[src/rtl/char_lcd_nibble_writer_top_defines.svh]
// Assertion macros for the character LCD nibble writer.
// Used by char_lcd_nibble_writer_top; expects aclk and aresetn in scope.
`ifndef CHAR_LCD_NIBBLE_WRITER_TOP_DEFINES_SVH
`define CHAR_LCD_NIBBLE_WRITER_TOP_DEFINES_SVH

// Same-cycle implication, checked out of reset.
`define CLNW_ASSERT_NOW(lbl, ante, cons, msg) \
    lbl: assert property (@(posedge aclk) disable iff (!aresetn) \
        (ante) |-> (cons)) else $error(msg);

// Next-cycle implication, checked out of reset.
`define CLNW_ASSERT_NEXT(lbl, ante, cons, msg) \
    lbl: assert property (@(posedge aclk) disable iff (!aresetn) \
        (ante) |=> (cons)) else $error(msg);

`endif

[src/rtl/clnw_pkg.sv]
// Shared types, constants and microcode ROM for the character LCD nibble writer.
// No dependencies.
package clnw_pkg;

    localparam int NUMBER_BITS = 32;
    // decimal digits of 2^NUMBER_BITS - 1: floor(N * log10(2)) + 1
    localparam int DEC_DIGITS  = ((NUMBER_BITS * 1233) >> 12) + 1;
    localparam int BCD_BITS    = DEC_DIGITS * 4;
    localparam int BIT_CNT_W   = $clog2(NUMBER_BITS + 1);
    localparam int DIG_CNT_W   = $clog2(DEC_DIGITS + 1);
    localparam int STEP_W      = 4;

    localparam logic [7:0] ROW1_BASE    = 8'h40;
    localparam logic [7:0] SET_ADDR_CMD = 8'h80;
    localparam logic [7:0] CLEAR_CMD    = 8'h01;
    localparam logic [7:0] ASCII_ZERO   = 8'h30;

    localparam logic RS_CMD  = 1'b0;
    localparam logic RS_DATA = 1'b1;

    typedef enum logic [2:0] {
        REQ_CMD    = 3'd0,
        REQ_DATA   = 3'd1,
        REQ_CURSOR = 3'd2,
        REQ_CLEAR  = 3'd3,
        REQ_NUMBER = 3'd4
    } req_kind_t;

    typedef enum logic [1:0] {
        MODE_NONE,
        MODE_BYTE,
        MODE_NUM
    } mode_t;

    typedef enum logic [2:0] {
        ACT_NONE,
        ACT_LOAD,
        ACT_DABBLE,
        ACT_PICK,
        ACT_EMIT_HI,
        ACT_EMIT_LO
    } act_t;

    typedef enum logic [2:0] {
        C_ALWAYS,
        C_NOT_ACCEPT,
        C_MODE_BYTE,
        C_MODE_NONE,
        C_BITS_LEFT,
        C_SKIP_ZERO,
        C_OUT_BUSY,
        C_MORE_DIGITS
    } cond_t;

    typedef logic [STEP_W-1:0] step_t;

    typedef struct packed {
        act_t  act;
        cond_t cond;
        step_t target;
    } ucw_t;

    localparam step_t S_IDLE   = 4'd0;
    localparam step_t S_ISBYTE = 4'd1;
    localparam step_t S_ISNONE = 4'd2;
    localparam step_t S_DABBLE = 4'd3;
    localparam step_t S_PICK   = 4'd4;
    localparam step_t S_HI     = 4'd5;
    localparam step_t S_LO     = 4'd6;
    localparam step_t S_MORE   = 4'd7;
    localparam step_t S_DONE   = 4'd8;

    // Jump to target when cond holds, else fall through to the next step.
    function automatic ucw_t ucode(step_t s);
        ucw_t w;
        begin
            unique case (s)
                S_IDLE:   w = '{ACT_LOAD,    C_NOT_ACCEPT,  S_IDLE};
                S_ISBYTE: w = '{ACT_NONE,    C_MODE_BYTE,   S_HI};
                S_ISNONE: w = '{ACT_NONE,    C_MODE_NONE,   S_IDLE};
                S_DABBLE: w = '{ACT_DABBLE,  C_BITS_LEFT,   S_DABBLE};
                S_PICK:   w = '{ACT_PICK,    C_SKIP_ZERO,   S_PICK};
                S_HI:     w = '{ACT_EMIT_HI, C_OUT_BUSY,    S_HI};
                S_LO:     w = '{ACT_EMIT_LO, C_OUT_BUSY,    S_LO};
                S_MORE:   w = '{ACT_NONE,    C_MORE_DIGITS, S_PICK};
                S_DONE:   w = '{ACT_NONE,    C_ALWAYS,      S_IDLE};
                default:  w = '{ACT_NONE,    C_ALWAYS,      S_IDLE};
            endcase
            return w;
        end
    endfunction

endpackage

[src/rtl/char_lcd_nibble_writer_top.sv]
// Character LCD nibble writer: display requests in, 4-bit LCD transfers out.
// Depends on clnw_pkg and char_lcd_nibble_writer_top_defines.svh.
//
//  channel | dir | tdata                                     | tuser      | tlast
//  s_      | in  | byte_value, cursor_row, cursor_col, number | req_type   | -
//  m_      | out | nibble (+4 pad bits)                      | reg_select | last
//
// One request at a time, run by a 9-step microcode program.
// Byte-type requests emit a high and a low nibble; dropped requests emit none.
// Print number: the 32-step shift-add-3 conversion, then one step per digit
// position, with a high and a low nibble for each digit printed.
// Output stalls hold the program at the emit steps. Sync active-low reset.
`include "char_lcd_nibble_writer_top_defines.svh"

module char_lcd_nibble_writer_top import clnw_pkg::*; (
    input  logic        aclk,
    input  logic        aresetn,
    input  logic        s_tvalid,
    output logic        s_tready,
    // [7:0] byte_value, [9:8] cursor_row, [15:10] cursor_col, [47:16] number_value
    input  logic [47:0] s_tdata,
    // [2:0] req_type
    input  logic [2:0]  s_tuser,
    output logic        m_tvalid,
    input  logic        m_tready,
    // [3:0] nibble, [7:4] zero
    output logic [7:0]  m_tdata,
    // [0] reg_select
    output logic        m_tuser,
    output logic        m_tlast
);

    step_t                  step_reg, step_next;
    mode_t                  mode_reg, mode_next;
    logic [7:0]             byte_reg, byte_next;
    logic                   rs_reg, rs_next;
    logic                   last_reg, last_next;
    logic [NUMBER_BITS-1:0] bin_reg, bin_next;
    logic [BCD_BITS-1:0]    bcd_reg, bcd_next;
    logic [BIT_CNT_W-1:0]   bit_cnt_reg, bit_cnt_next;
    logic [DIG_CNT_W-1:0]   dig_cnt_reg, dig_cnt_next;
    logic                   started_reg, started_next;
    logic                   m_valid_reg, m_valid_next;
    logic [3:0]             m_nib_reg, m_nib_next;
    logic                   m_rs_reg, m_rs_next;
    logic                   m_last_reg, m_last_next;

    ucw_t                   uw;
    logic                   accept;
    logic                   out_free;
    logic                   cond_hit;
    logic [3:0]             digit;
    logic                   final_digit;
    logic [BCD_BITS-1:0]    bcd_adj;
    logic [7:0]             cursor_cmd;
    logic [1:0]             row;
    logic [5:0]             col;

    assign uw          = ucode(step_reg);
    assign s_tready    = (step_reg == S_IDLE);
    assign accept      = s_tvalid && s_tready;
    assign out_free    = !m_valid_reg || m_tready;
    assign digit       = bcd_reg[BCD_BITS-1 -: 4];
    assign final_digit = (dig_cnt_reg == DIG_CNT_W'(DEC_DIGITS - 1));
    assign row         = s_tdata[9:8];
    assign col         = s_tdata[15:10];
    assign cursor_cmd  = (row == 2'd0) ? (SET_ADDR_CMD | {2'b00, col})
                                       : (SET_ADDR_CMD | (ROW1_BASE + {2'b00, col}));

    assign m_tvalid = m_valid_reg;
    assign m_tdata  = {4'b0000, m_nib_reg};
    assign m_tuser  = m_rs_reg;
    assign m_tlast  = m_last_reg;

    // add 3 to every BCD digit of 5 or more before the shift
    always_comb begin
        for (int i = 0; i < DEC_DIGITS; i++) begin
            bcd_adj[i*4 +: 4] = (bcd_reg[i*4 +: 4] >= 4'd5) ? bcd_reg[i*4 +: 4] + 4'd3
                                                             : bcd_reg[i*4 +: 4];
        end
    end

    always_comb begin
        unique case (uw.cond)
            C_ALWAYS:      cond_hit = 1'b1;
            C_NOT_ACCEPT:  cond_hit = !accept;
            C_MODE_BYTE:   cond_hit = (mode_reg == MODE_BYTE);
            C_MODE_NONE:   cond_hit = (mode_reg == MODE_NONE);
            C_BITS_LEFT:   cond_hit = (bit_cnt_reg != BIT_CNT_W'(NUMBER_BITS - 1));
            C_SKIP_ZERO:   cond_hit = (digit == 4'd0) && !started_reg && !final_digit;
            C_OUT_BUSY:    cond_hit = !out_free;
            C_MORE_DIGITS: cond_hit = (mode_reg == MODE_NUM)
                                      && (dig_cnt_reg != DIG_CNT_W'(DEC_DIGITS));
            default:       cond_hit = 1'b1;
        endcase
        step_next = cond_hit ? uw.target : step_reg + step_t'(1);
    end

    always_comb begin
        mode_next    = mode_reg;
        byte_next    = byte_reg;
        rs_next      = rs_reg;
        last_next    = last_reg;
        bin_next     = bin_reg;
        bcd_next     = bcd_reg;
        bit_cnt_next = bit_cnt_reg;
        dig_cnt_next = dig_cnt_reg;
        started_next = started_reg;
        m_valid_next = m_valid_reg && !m_tready;
        m_nib_next   = m_nib_reg;
        m_rs_next    = m_rs_reg;
        m_last_next  = m_last_reg;

        unique case (uw.act)
            ACT_NONE: begin
            end
            ACT_LOAD: begin
                if (accept) begin
                    mode_next    = MODE_BYTE;
                    last_next    = 1'b1;
                    rs_next      = RS_CMD;
                    byte_next    = s_tdata[7:0];
                    // number taken in its low NUMBER_BITS bits
                    bin_next     = NUMBER_BITS'(s_tdata[47:16]);
                    bcd_next     = '0;
                    bit_cnt_next = '0;
                    dig_cnt_next = '0;
                    started_next = 1'b0;
                    unique case (s_tuser)
                        REQ_CMD: begin
                        end
                        REQ_DATA:   rs_next = RS_DATA;
                        REQ_CURSOR: begin
                            byte_next = cursor_cmd;
                            if (row[1]) mode_next = MODE_NONE;
                        end
                        REQ_CLEAR:  byte_next = CLEAR_CMD;
                        REQ_NUMBER: begin
                            mode_next = MODE_NUM;
                            rs_next   = RS_DATA;
                            last_next = 1'b0;
                        end
                        default:    mode_next = MODE_NONE;
                    endcase
                end
            end
            ACT_DABBLE: begin
                bcd_next     = {bcd_adj[BCD_BITS-2:0], bin_reg[NUMBER_BITS-1]};
                bin_next     = {bin_reg[NUMBER_BITS-2:0], 1'b0};
                bit_cnt_next = bit_cnt_reg + BIT_CNT_W'(1);
            end
            ACT_PICK: begin
                byte_next    = ASCII_ZERO | {4'b0000, digit};
                bcd_next     = {bcd_reg[BCD_BITS-5:0], 4'b0000};
                dig_cnt_next = dig_cnt_reg + DIG_CNT_W'(1);
                last_next    = final_digit;
                started_next = started_reg || (digit != 4'd0);
            end
            ACT_EMIT_HI: begin
                if (out_free) begin
                    m_valid_next = 1'b1;
                    m_nib_next   = byte_reg[7:4];
                    m_rs_next    = rs_reg;
                    m_last_next  = 1'b0;
                end
            end
            ACT_EMIT_LO: begin
                if (out_free) begin
                    m_valid_next = 1'b1;
                    m_nib_next   = byte_reg[3:0];
                    m_rs_next    = rs_reg;
                    m_last_next  = last_reg;
                end
            end
            default: begin
            end
        endcase
    end

    always_ff @(posedge aclk) begin
        if (!aresetn) begin
            step_reg    <= S_IDLE;
            mode_reg    <= MODE_NONE;
            m_valid_reg <= 1'b0;
        end else begin
            step_reg    <= step_next;
            mode_reg    <= mode_next;
            m_valid_reg <= m_valid_next;
        end
    end

    always_ff @(posedge aclk) begin
        byte_reg    <= byte_next;
        rs_reg      <= rs_next;
        last_reg    <= last_next;
        bin_reg     <= bin_next;
        bcd_reg     <= bcd_next;
        bit_cnt_reg <= bit_cnt_next;
        dig_cnt_reg <= dig_cnt_next;
        started_reg <= started_next;
        m_nib_reg   <= m_nib_next;
        m_rs_reg    <= m_rs_next;
        m_last_reg  <= m_last_next;
    end

    `CLNW_ASSERT_NEXT(a_no_emit_in_conv, step_reg == S_DABBLE, !$rose(m_valid_reg), "transfer during conversion")
    `CLNW_ASSERT_NEXT(a_final_digit_last, step_reg == S_PICK && final_digit, last_reg, "final digit not marked last")
    `CLNW_ASSERT_NOW(a_ready_idle_only, s_tready, m_valid_reg == 1'b0 || step_reg == S_IDLE, "ready outside idle")

endmodule
[config.mk]
export PLATFORM = sky130hd
export DESIGN_NAME = char_lcd_nibble_writer_top
export DESIGN_NICKNAME = d
export VERILOG_FILES = /design/src/rtl/clnw_pkg.sv /design/src/rtl/char_lcd_nibble_writer_top.sv
export VERILOG_INCLUDE_DIRS = /design/src /design/src/rtl
export SDC_FILE = /design/constraint.sdc
export NUM_CORES = 1
export LEC_CHECK = 0
export ABC_AREA = 1
export BUFFER_PORTS_ARGS = -buffer_cell sky130_fd_sc_hd__buf_2
export CAP_MARGIN = 30
export CORE_AREA = 2 2 103 105
export CTS_BUF_LIST = sky130_fd_sc_hd__clkbuf_8
export CTS_CLUSTER_DIAMETER = 80
export DETAILED_ROUTE_END_ITERATION = 12
export DIE_AREA = 0 0 105 107
export HOLD_SLACK_MARGIN = 0.02
export PLACE_DENSITY_LB_ADDON = 0.15
export SLEW_MARGIN = 20
export SYNTH_ARGS = -nofsm -noshare
export SYNTH_HDL_FRONTEND = slang
export SYNTH_SLANG_ARGS = --single-unit
[constraint.sdc]
create_clock -name aclk -period 2.4 [get_ports aclk]
set_input_delay 0.24 -clock aclk [delete_from_list [all_inputs] [get_ports aclk]]
set_output_delay 0.24 -clock aclk [all_outputs]
set_load 0.02 [all_outputs]
==> After elaboration in Yosys (flattened, before gate mapping) <==
Memory sizes are Yosys's and may differ from the RTL's. A register that Yosys moved wholly into a read port is not among the register bits.
Cells that the tools add are included.
{ "classes": {"magnitude_cmp": 10, "n_div": 0, "muxes": 41, "shifts": 0, "bitwise": 0, "multipliers": 0, "n_eq_ne": 24, "reduce_logical": 33, "n_addsub": 14} }
{ "op_table": {"columns": ["op", "count"], "rows": [
  ["40-bit case mux with 3 select lines", 1],
  ["32-bit case mux with 2 select lines", 1],
  ["4-bit 2-to-1 mux", 14],
  ["4-bit by 3-bit >= comparator with 1-bit output, second input constant", 10],
  ["40-bit 2-to-1 mux", 1],
  ["4-bit by 2-bit adder with 4-bit output, second input constant", 9],
  ["32-bit 2-to-1 mux", 1],
  ["8-bit case mux with 2 select lines", 2],
  ["3-bit == test, second input constant", 7],
  ["3-bit by 2-bit == test with 1-bit output, second input constant", 6],
  ["4-bit case mux with 2 select lines", 2],
  ["6-bit case mux with 2 select lines", 1],
  ["2-bit AND reduction", 5],
  ["3-bit by 1-bit == test with 1-bit output, second input constant", 3],
  ["1-bit 2-to-1 mux", 9],
  ["4-bit by 1-bit adder with 4-bit output, second input constant", 2],
  ["4-bit logical NOT", 2],
  ["8-bit 2-to-1 mux", 1],
  ["1-bit case mux with 8 select lines", 1],
  ["7-bit by 6-bit adder with 7-bit output, first input constant", 1],
  ["7-bit 2-to-1 mux", 1],
  ["6-bit by 1-bit adder with 6-bit output, second input constant", 1],
  ["1-bit logical NOT", 6],
  ["3-bit logical NOT", 2],
  ["other kinds (20)", 33]
]} }
{ "word_totals": {"latch_bits": 0, "output_inout_bits": 12, "ff_bits": 106, "word_cells": 137, "rom_bits": 144, "input_bits": 55, "mem_bits_rw": 0, "memories": 1} }
{ "memory_table": {"columns": ["name", "depth", "word_bits", "rd", "rd_ports_with_merged_regs", "wr", "line_no", "source"], "rows": [
  ["(name not given)", 16, 9, 1, 1, 0, "clnw_pkg.sv:77", "unique case (s)"]
]} }

==> Depth between registers and ports, before layout <==
{ "logic_depth": {"word_depth": 6, "depth_mapped": 17, "ltp_nobuf": 17} }

==> Worst setup path after synthesis <==
No wires, ideal clock.
{ "synth_timing": {"kind": "reg-to-reg", "startpoint": "reg step_reg[0]", "endpoint": "reg bcd_reg[0] (enable)", "t_arrival_ns": 1.835, "path_slack_ns": 0.167, "setup_time_ns": 0.398, "path_stages_with_launch": 7, "required_ns": 2.002, "synth_period_minus_slack_ns": 2.233, "path_buffers": 0, "cell_sequence": "dfxtp_1 > inv_1 > ha_1 > nand3_2 > nor4_2 > inv_2 > nand2_1"} }
{ "synth_between": {"elab_chain_cells": 4} }
{ "synth_rtl": {"columns": ["item", "line_no", "source"], "rows": [
  ["from (decl)", "char_lcd_nibble_writer_top.sv:33", "step_t step_reg, step_next;"],
  ["from (signal assigned)", "char_lcd_nibble_writer_top.sv:186", "step_reg <= step_next;"],
  ["4-bit logical NOT", "char_lcd_nibble_writer_top.sv:60", "assign s_tready = (step_reg == S_IDLE);"],
  ["1-bit logical AND", "char_lcd_nibble_writer_top.sv:61", "assign accept = s_tvalid && s_tready;"],
  ["2-bit != test (no line)", null, null],
  ["2-bit AND reduction (no line)", null, null],
  ["to (signal assigned)", "char_lcd_nibble_writer_top.sv:197", "bcd_reg <= bcd_next;"],
  ["to (decl)", "char_lcd_nibble_writer_top.sv:39", "logic [BCD_BITS-1:0] bcd_reg, bcd_next;"]
]} }
No other way between the ends.
A chain may end at the register's enable or synchronous reset.

==> Final worst setup path <==
{ "layout_timing": {"startpoint": "reg bcd_reg[37]", "endpoint": "reg, netlist name uw[6]"} }
{ "layout_between": {"elab_chain_cells": 6} }
{ "layout_rtl": {"columns": ["item", "line_no", "source"], "rows": [
  ["4-bit logical NOT", "char_lcd_nibble_writer_top.sv:90", "C_SKIP_ZERO: cond_hit = (digit == 4'd0) && !started_reg && !final_digit;"],
  ["1-bit logical AND (2 in a row)", "char_lcd_nibble_writer_top.sv:90", null],
  ["1-bit case mux with 8 select lines", "char_lcd_nibble_writer_top.sv:84", "unique case (uw.cond)"],
  ["4-bit 2-to-1 mux", "char_lcd_nibble_writer_top.sv:96", "step_next = cond_hit ? uw.target : step_reg + step_t'(1);"],
  ["4-bit 2-to-1 mux (no line)", null, null]
]} }
No other way between the ends.

==> flow_summary.yaml <==
status:
  status: "completed"
synth:
  ys_ff_latch: 115
  synth-main-ff-cell: "edfxtp_1"
  seq_area_frac_synth: 0.5407
  synthArstFlopShare: 0
  yosys.area.top_type: "edfxtp_1"
  synth_warnings: 0
  yosysUniqueCellTypes: 39
  synth_edf_count: 99
  syn_area_um2: 6091
  synth_area_leaders: "edfxtp_1 49%, nand2_1 8.4%, ha_1 6.6%"
  avgSynthCellArea_um2: 9.385
  synth_top_area_frac: 0.4881
  syn_inst: 649
clocking:
  cts_root_buf: "clkbuf_8"
  cts_max_level: 4
  clkSlewWorstSetupHoldPaths_ps: 70
  cts.sinks: 115
  clk_latency_ps: 430
  cts_max_path_buffers: 2
  cts_tree: "yes"
  cts_buffers: 17
  cts_hold_buf: 0
worst_hold_path:
  holdPathEnd: "bin_reg[12]"
  whs_path_depth: 3
  worstHoldStart: "s_tdata[28]"
  hold_class: "in2reg"
sta:
  setup_viol: 0
  setup-tns-final_ps: 0
  maxSlewViolCount: 0
  holdWs_ps: 73.73
  period_needed_ps: 2180
  hold_viol: 0
  tightest_slew_ps: 584.2
  period_share: 0.9082
  slew_headroom: 0.6105
  rsz0062_at_grt: "no"
  clock.fmax_mhz: 458.8
  finClkSkew_ps: 9.431
placed_design:
  hpwl_um: 7753
  io_buffers: 62
  postPlaceCellArea_um2: 6569
  gp_congestion: 0.8508
global_routing:
  antenna_found_initial: 0
  grt_pass1_wl_um: 19530
  grt_use_total: 0.2188
  grt_pass1_vias: 4484
  grt_overflow: 0
  grt_start_max_net_pins: 53
route:
  wire_per_inst_um: 13.04
  dr_total_vias: 4584
  route.detailed.drc: 0
  drtPass1Iterations: 5
  drt_iter0_drc: 271
  drtAntennaViolNets: 0
  viasPerCell: 5.275
  wl_um: 11340
critical_path:
  path_cells: "inv_1, ha_1, nand2_1, nor2_2, nand3_1, nand3_2, nand2_4, nand2_4, inv_1, nor2_1, nor3_2, buf_4, ha_1, inv_1, nand2_2, nand2_2, inv_1"
  cp_max_fo: 5
  worstPathArrival_ps: 2500
  ff2ff_setup_slack_ps: 220
  slowest_delay_ps: 380
  cp.required_ps: 2720
  timing.setup.critical_path_class: "reg2reg"
  start_kind: "flop"
  slowest_stage: "edfxtp_1"
  rr_endpoint: "uw[6]"
  worst_r2r_startpoint: "bcd_reg[37]"
  r2r_cells: 17
  cp_common_cell: "inv_1"
  crit_path_end_kind: "flop"
job:
  maxCapViolCount: 0
finish:
  mostFrequentLayoutCell: "nand2_1"
  largest_reg_flops: 40
  drive_gt1_frac: 0.1965
  insertedDiodeCount: 0
  post-route-util: 0.6930
  syn_to_final_growth_pct: 14.83
  fillers: 789
  postLayoutCellArea_um2: 6994
  fin_nets: 807
  final_cell_mix: "136 x nand2_1, 99 x edfxtp_1, 82 x inv_1"
die:
  dieArea_um2: 11240
  dieHeight_um: 107
  design.core.area_um2: 10090
  rows: 37
  ios: 67
  die_w_um: 105
  start_util: 0.6035
power_and_ir_drop:
  power.total_uw: 9222
  ir_drop_mv: 0.6316
  p_int_uw: 5639
  p_per_area_nw_per_um2: 1319
  switching_power_uw: 3583
  p_leak_uw: 0.003072
  p_clk_frac: 0.201
  combPwrFrac: 0.379
  power_frac_seq: 0.420
  switching_share: 0.3885
[timing repair]
item,4_1_cts,5_1_grt
resized for setup,0,1
endpoints found under the setup margin,0,5
setup buffers,0,1
endpoints found under the hold margin,0,0
[logic make-up after synthesis]
kind of cell,count (synthesis),synth area share
buf+inv,115,0.07498
other cells,1,0.0006157
fa+ha+maj,32,0.06573
simple gates,229,0.1680
mux,4,0.007395
xor+xnor,9,0.01294
flops,115,0.5407
compound gates,144,0.1296
[cell type report]
cell class,count,area [µm²],area share
Tap cell,136,170.2,0.02433
Inverter,94,352.8,0.05045
Clock buffer,20,275.3,0.03936
Sequential cell,115,3293,0.4708
Timing Repair Buffer,70,407.9,0.05832
Multi-Input combinational cell,422,2355,0.3367
Clock inverter,12,140.1,0.02004
[cells in the mapped netlist, types with 9 or more instances]
master	count
nand2_1	136
edfxtp_1	99
inv_1	79
o21ai_0	66
nor2_1	44
a21oi_1	43
ha_1	32
nand3_1	20
dfxtp_1	16
inv_2	15
o21ai_1	13
clkbuf_1	9
[worst max-delay path, delay by kind of cell, from the launching register on]
family | cells | cell delay, ps
AND/OR/NAND/NOR | 10 | 920
flip-flops | 1 | 380
buffers and inverters | 5 | 420
adder cells (fa/ha/maj) | 2 | 320
[layer usage]
metal,routed length [µm],share of wire,track usage,vias up
li1,-,-,-,2325
met3,604,0.053,0.06565,14
met1,4862,0.43,0.2602,2116
met4,148,0.013,0.09143,0
met5,0,0,0,-
met2,5720,0.50,0.3715,129
[power groups by stage]
| stage | Sequential [µW] | Combinational, µW | Clock [µW] |
|---|---|---|---|
| floorplan | 3840 | 2590 | 0 |
| global placement | 3860 | 3340 | 0 |
| detailed placement | 3900 | 3480 | 0 |
| CTS | 3870 | 3510 | 1890 |
| global route | 3980 | 4020 | 1980 |
| finish | 3870 | 3500 | 1850 |
[worst max-delay path by stage]
stage / cells after the start / slack [ps] / from / endpoint
2_1_floorplan: 6 / 170 / step_reg[0] / bcd_reg[0]
3_3_place_gp: 15 / 190 / bcd_reg[37] / uw[4]
3_5_place_dp: 15 / 110 / bcd_reg[37] / uw[4]
4_1_cts: 15 / 80 / bcd_reg[37] / uw[4]
5_1_grt: 15 / 40 / bcd_reg[37] / uw[4]
6_report: 17 / 220 / bcd_reg[37] / uw[6]
[per-stage QoR]
stage / setup slack [ps] / cells
final: 220.3 / 869
after global routing: 41.81 / 869
after CTS: 82.75 / 868
after detailed placement: 112.2 / 836
after global placement: 188.9 / 836
after floorplan: 166.9 / 652
Note: power is estimated with default switching activity, not from simulation.
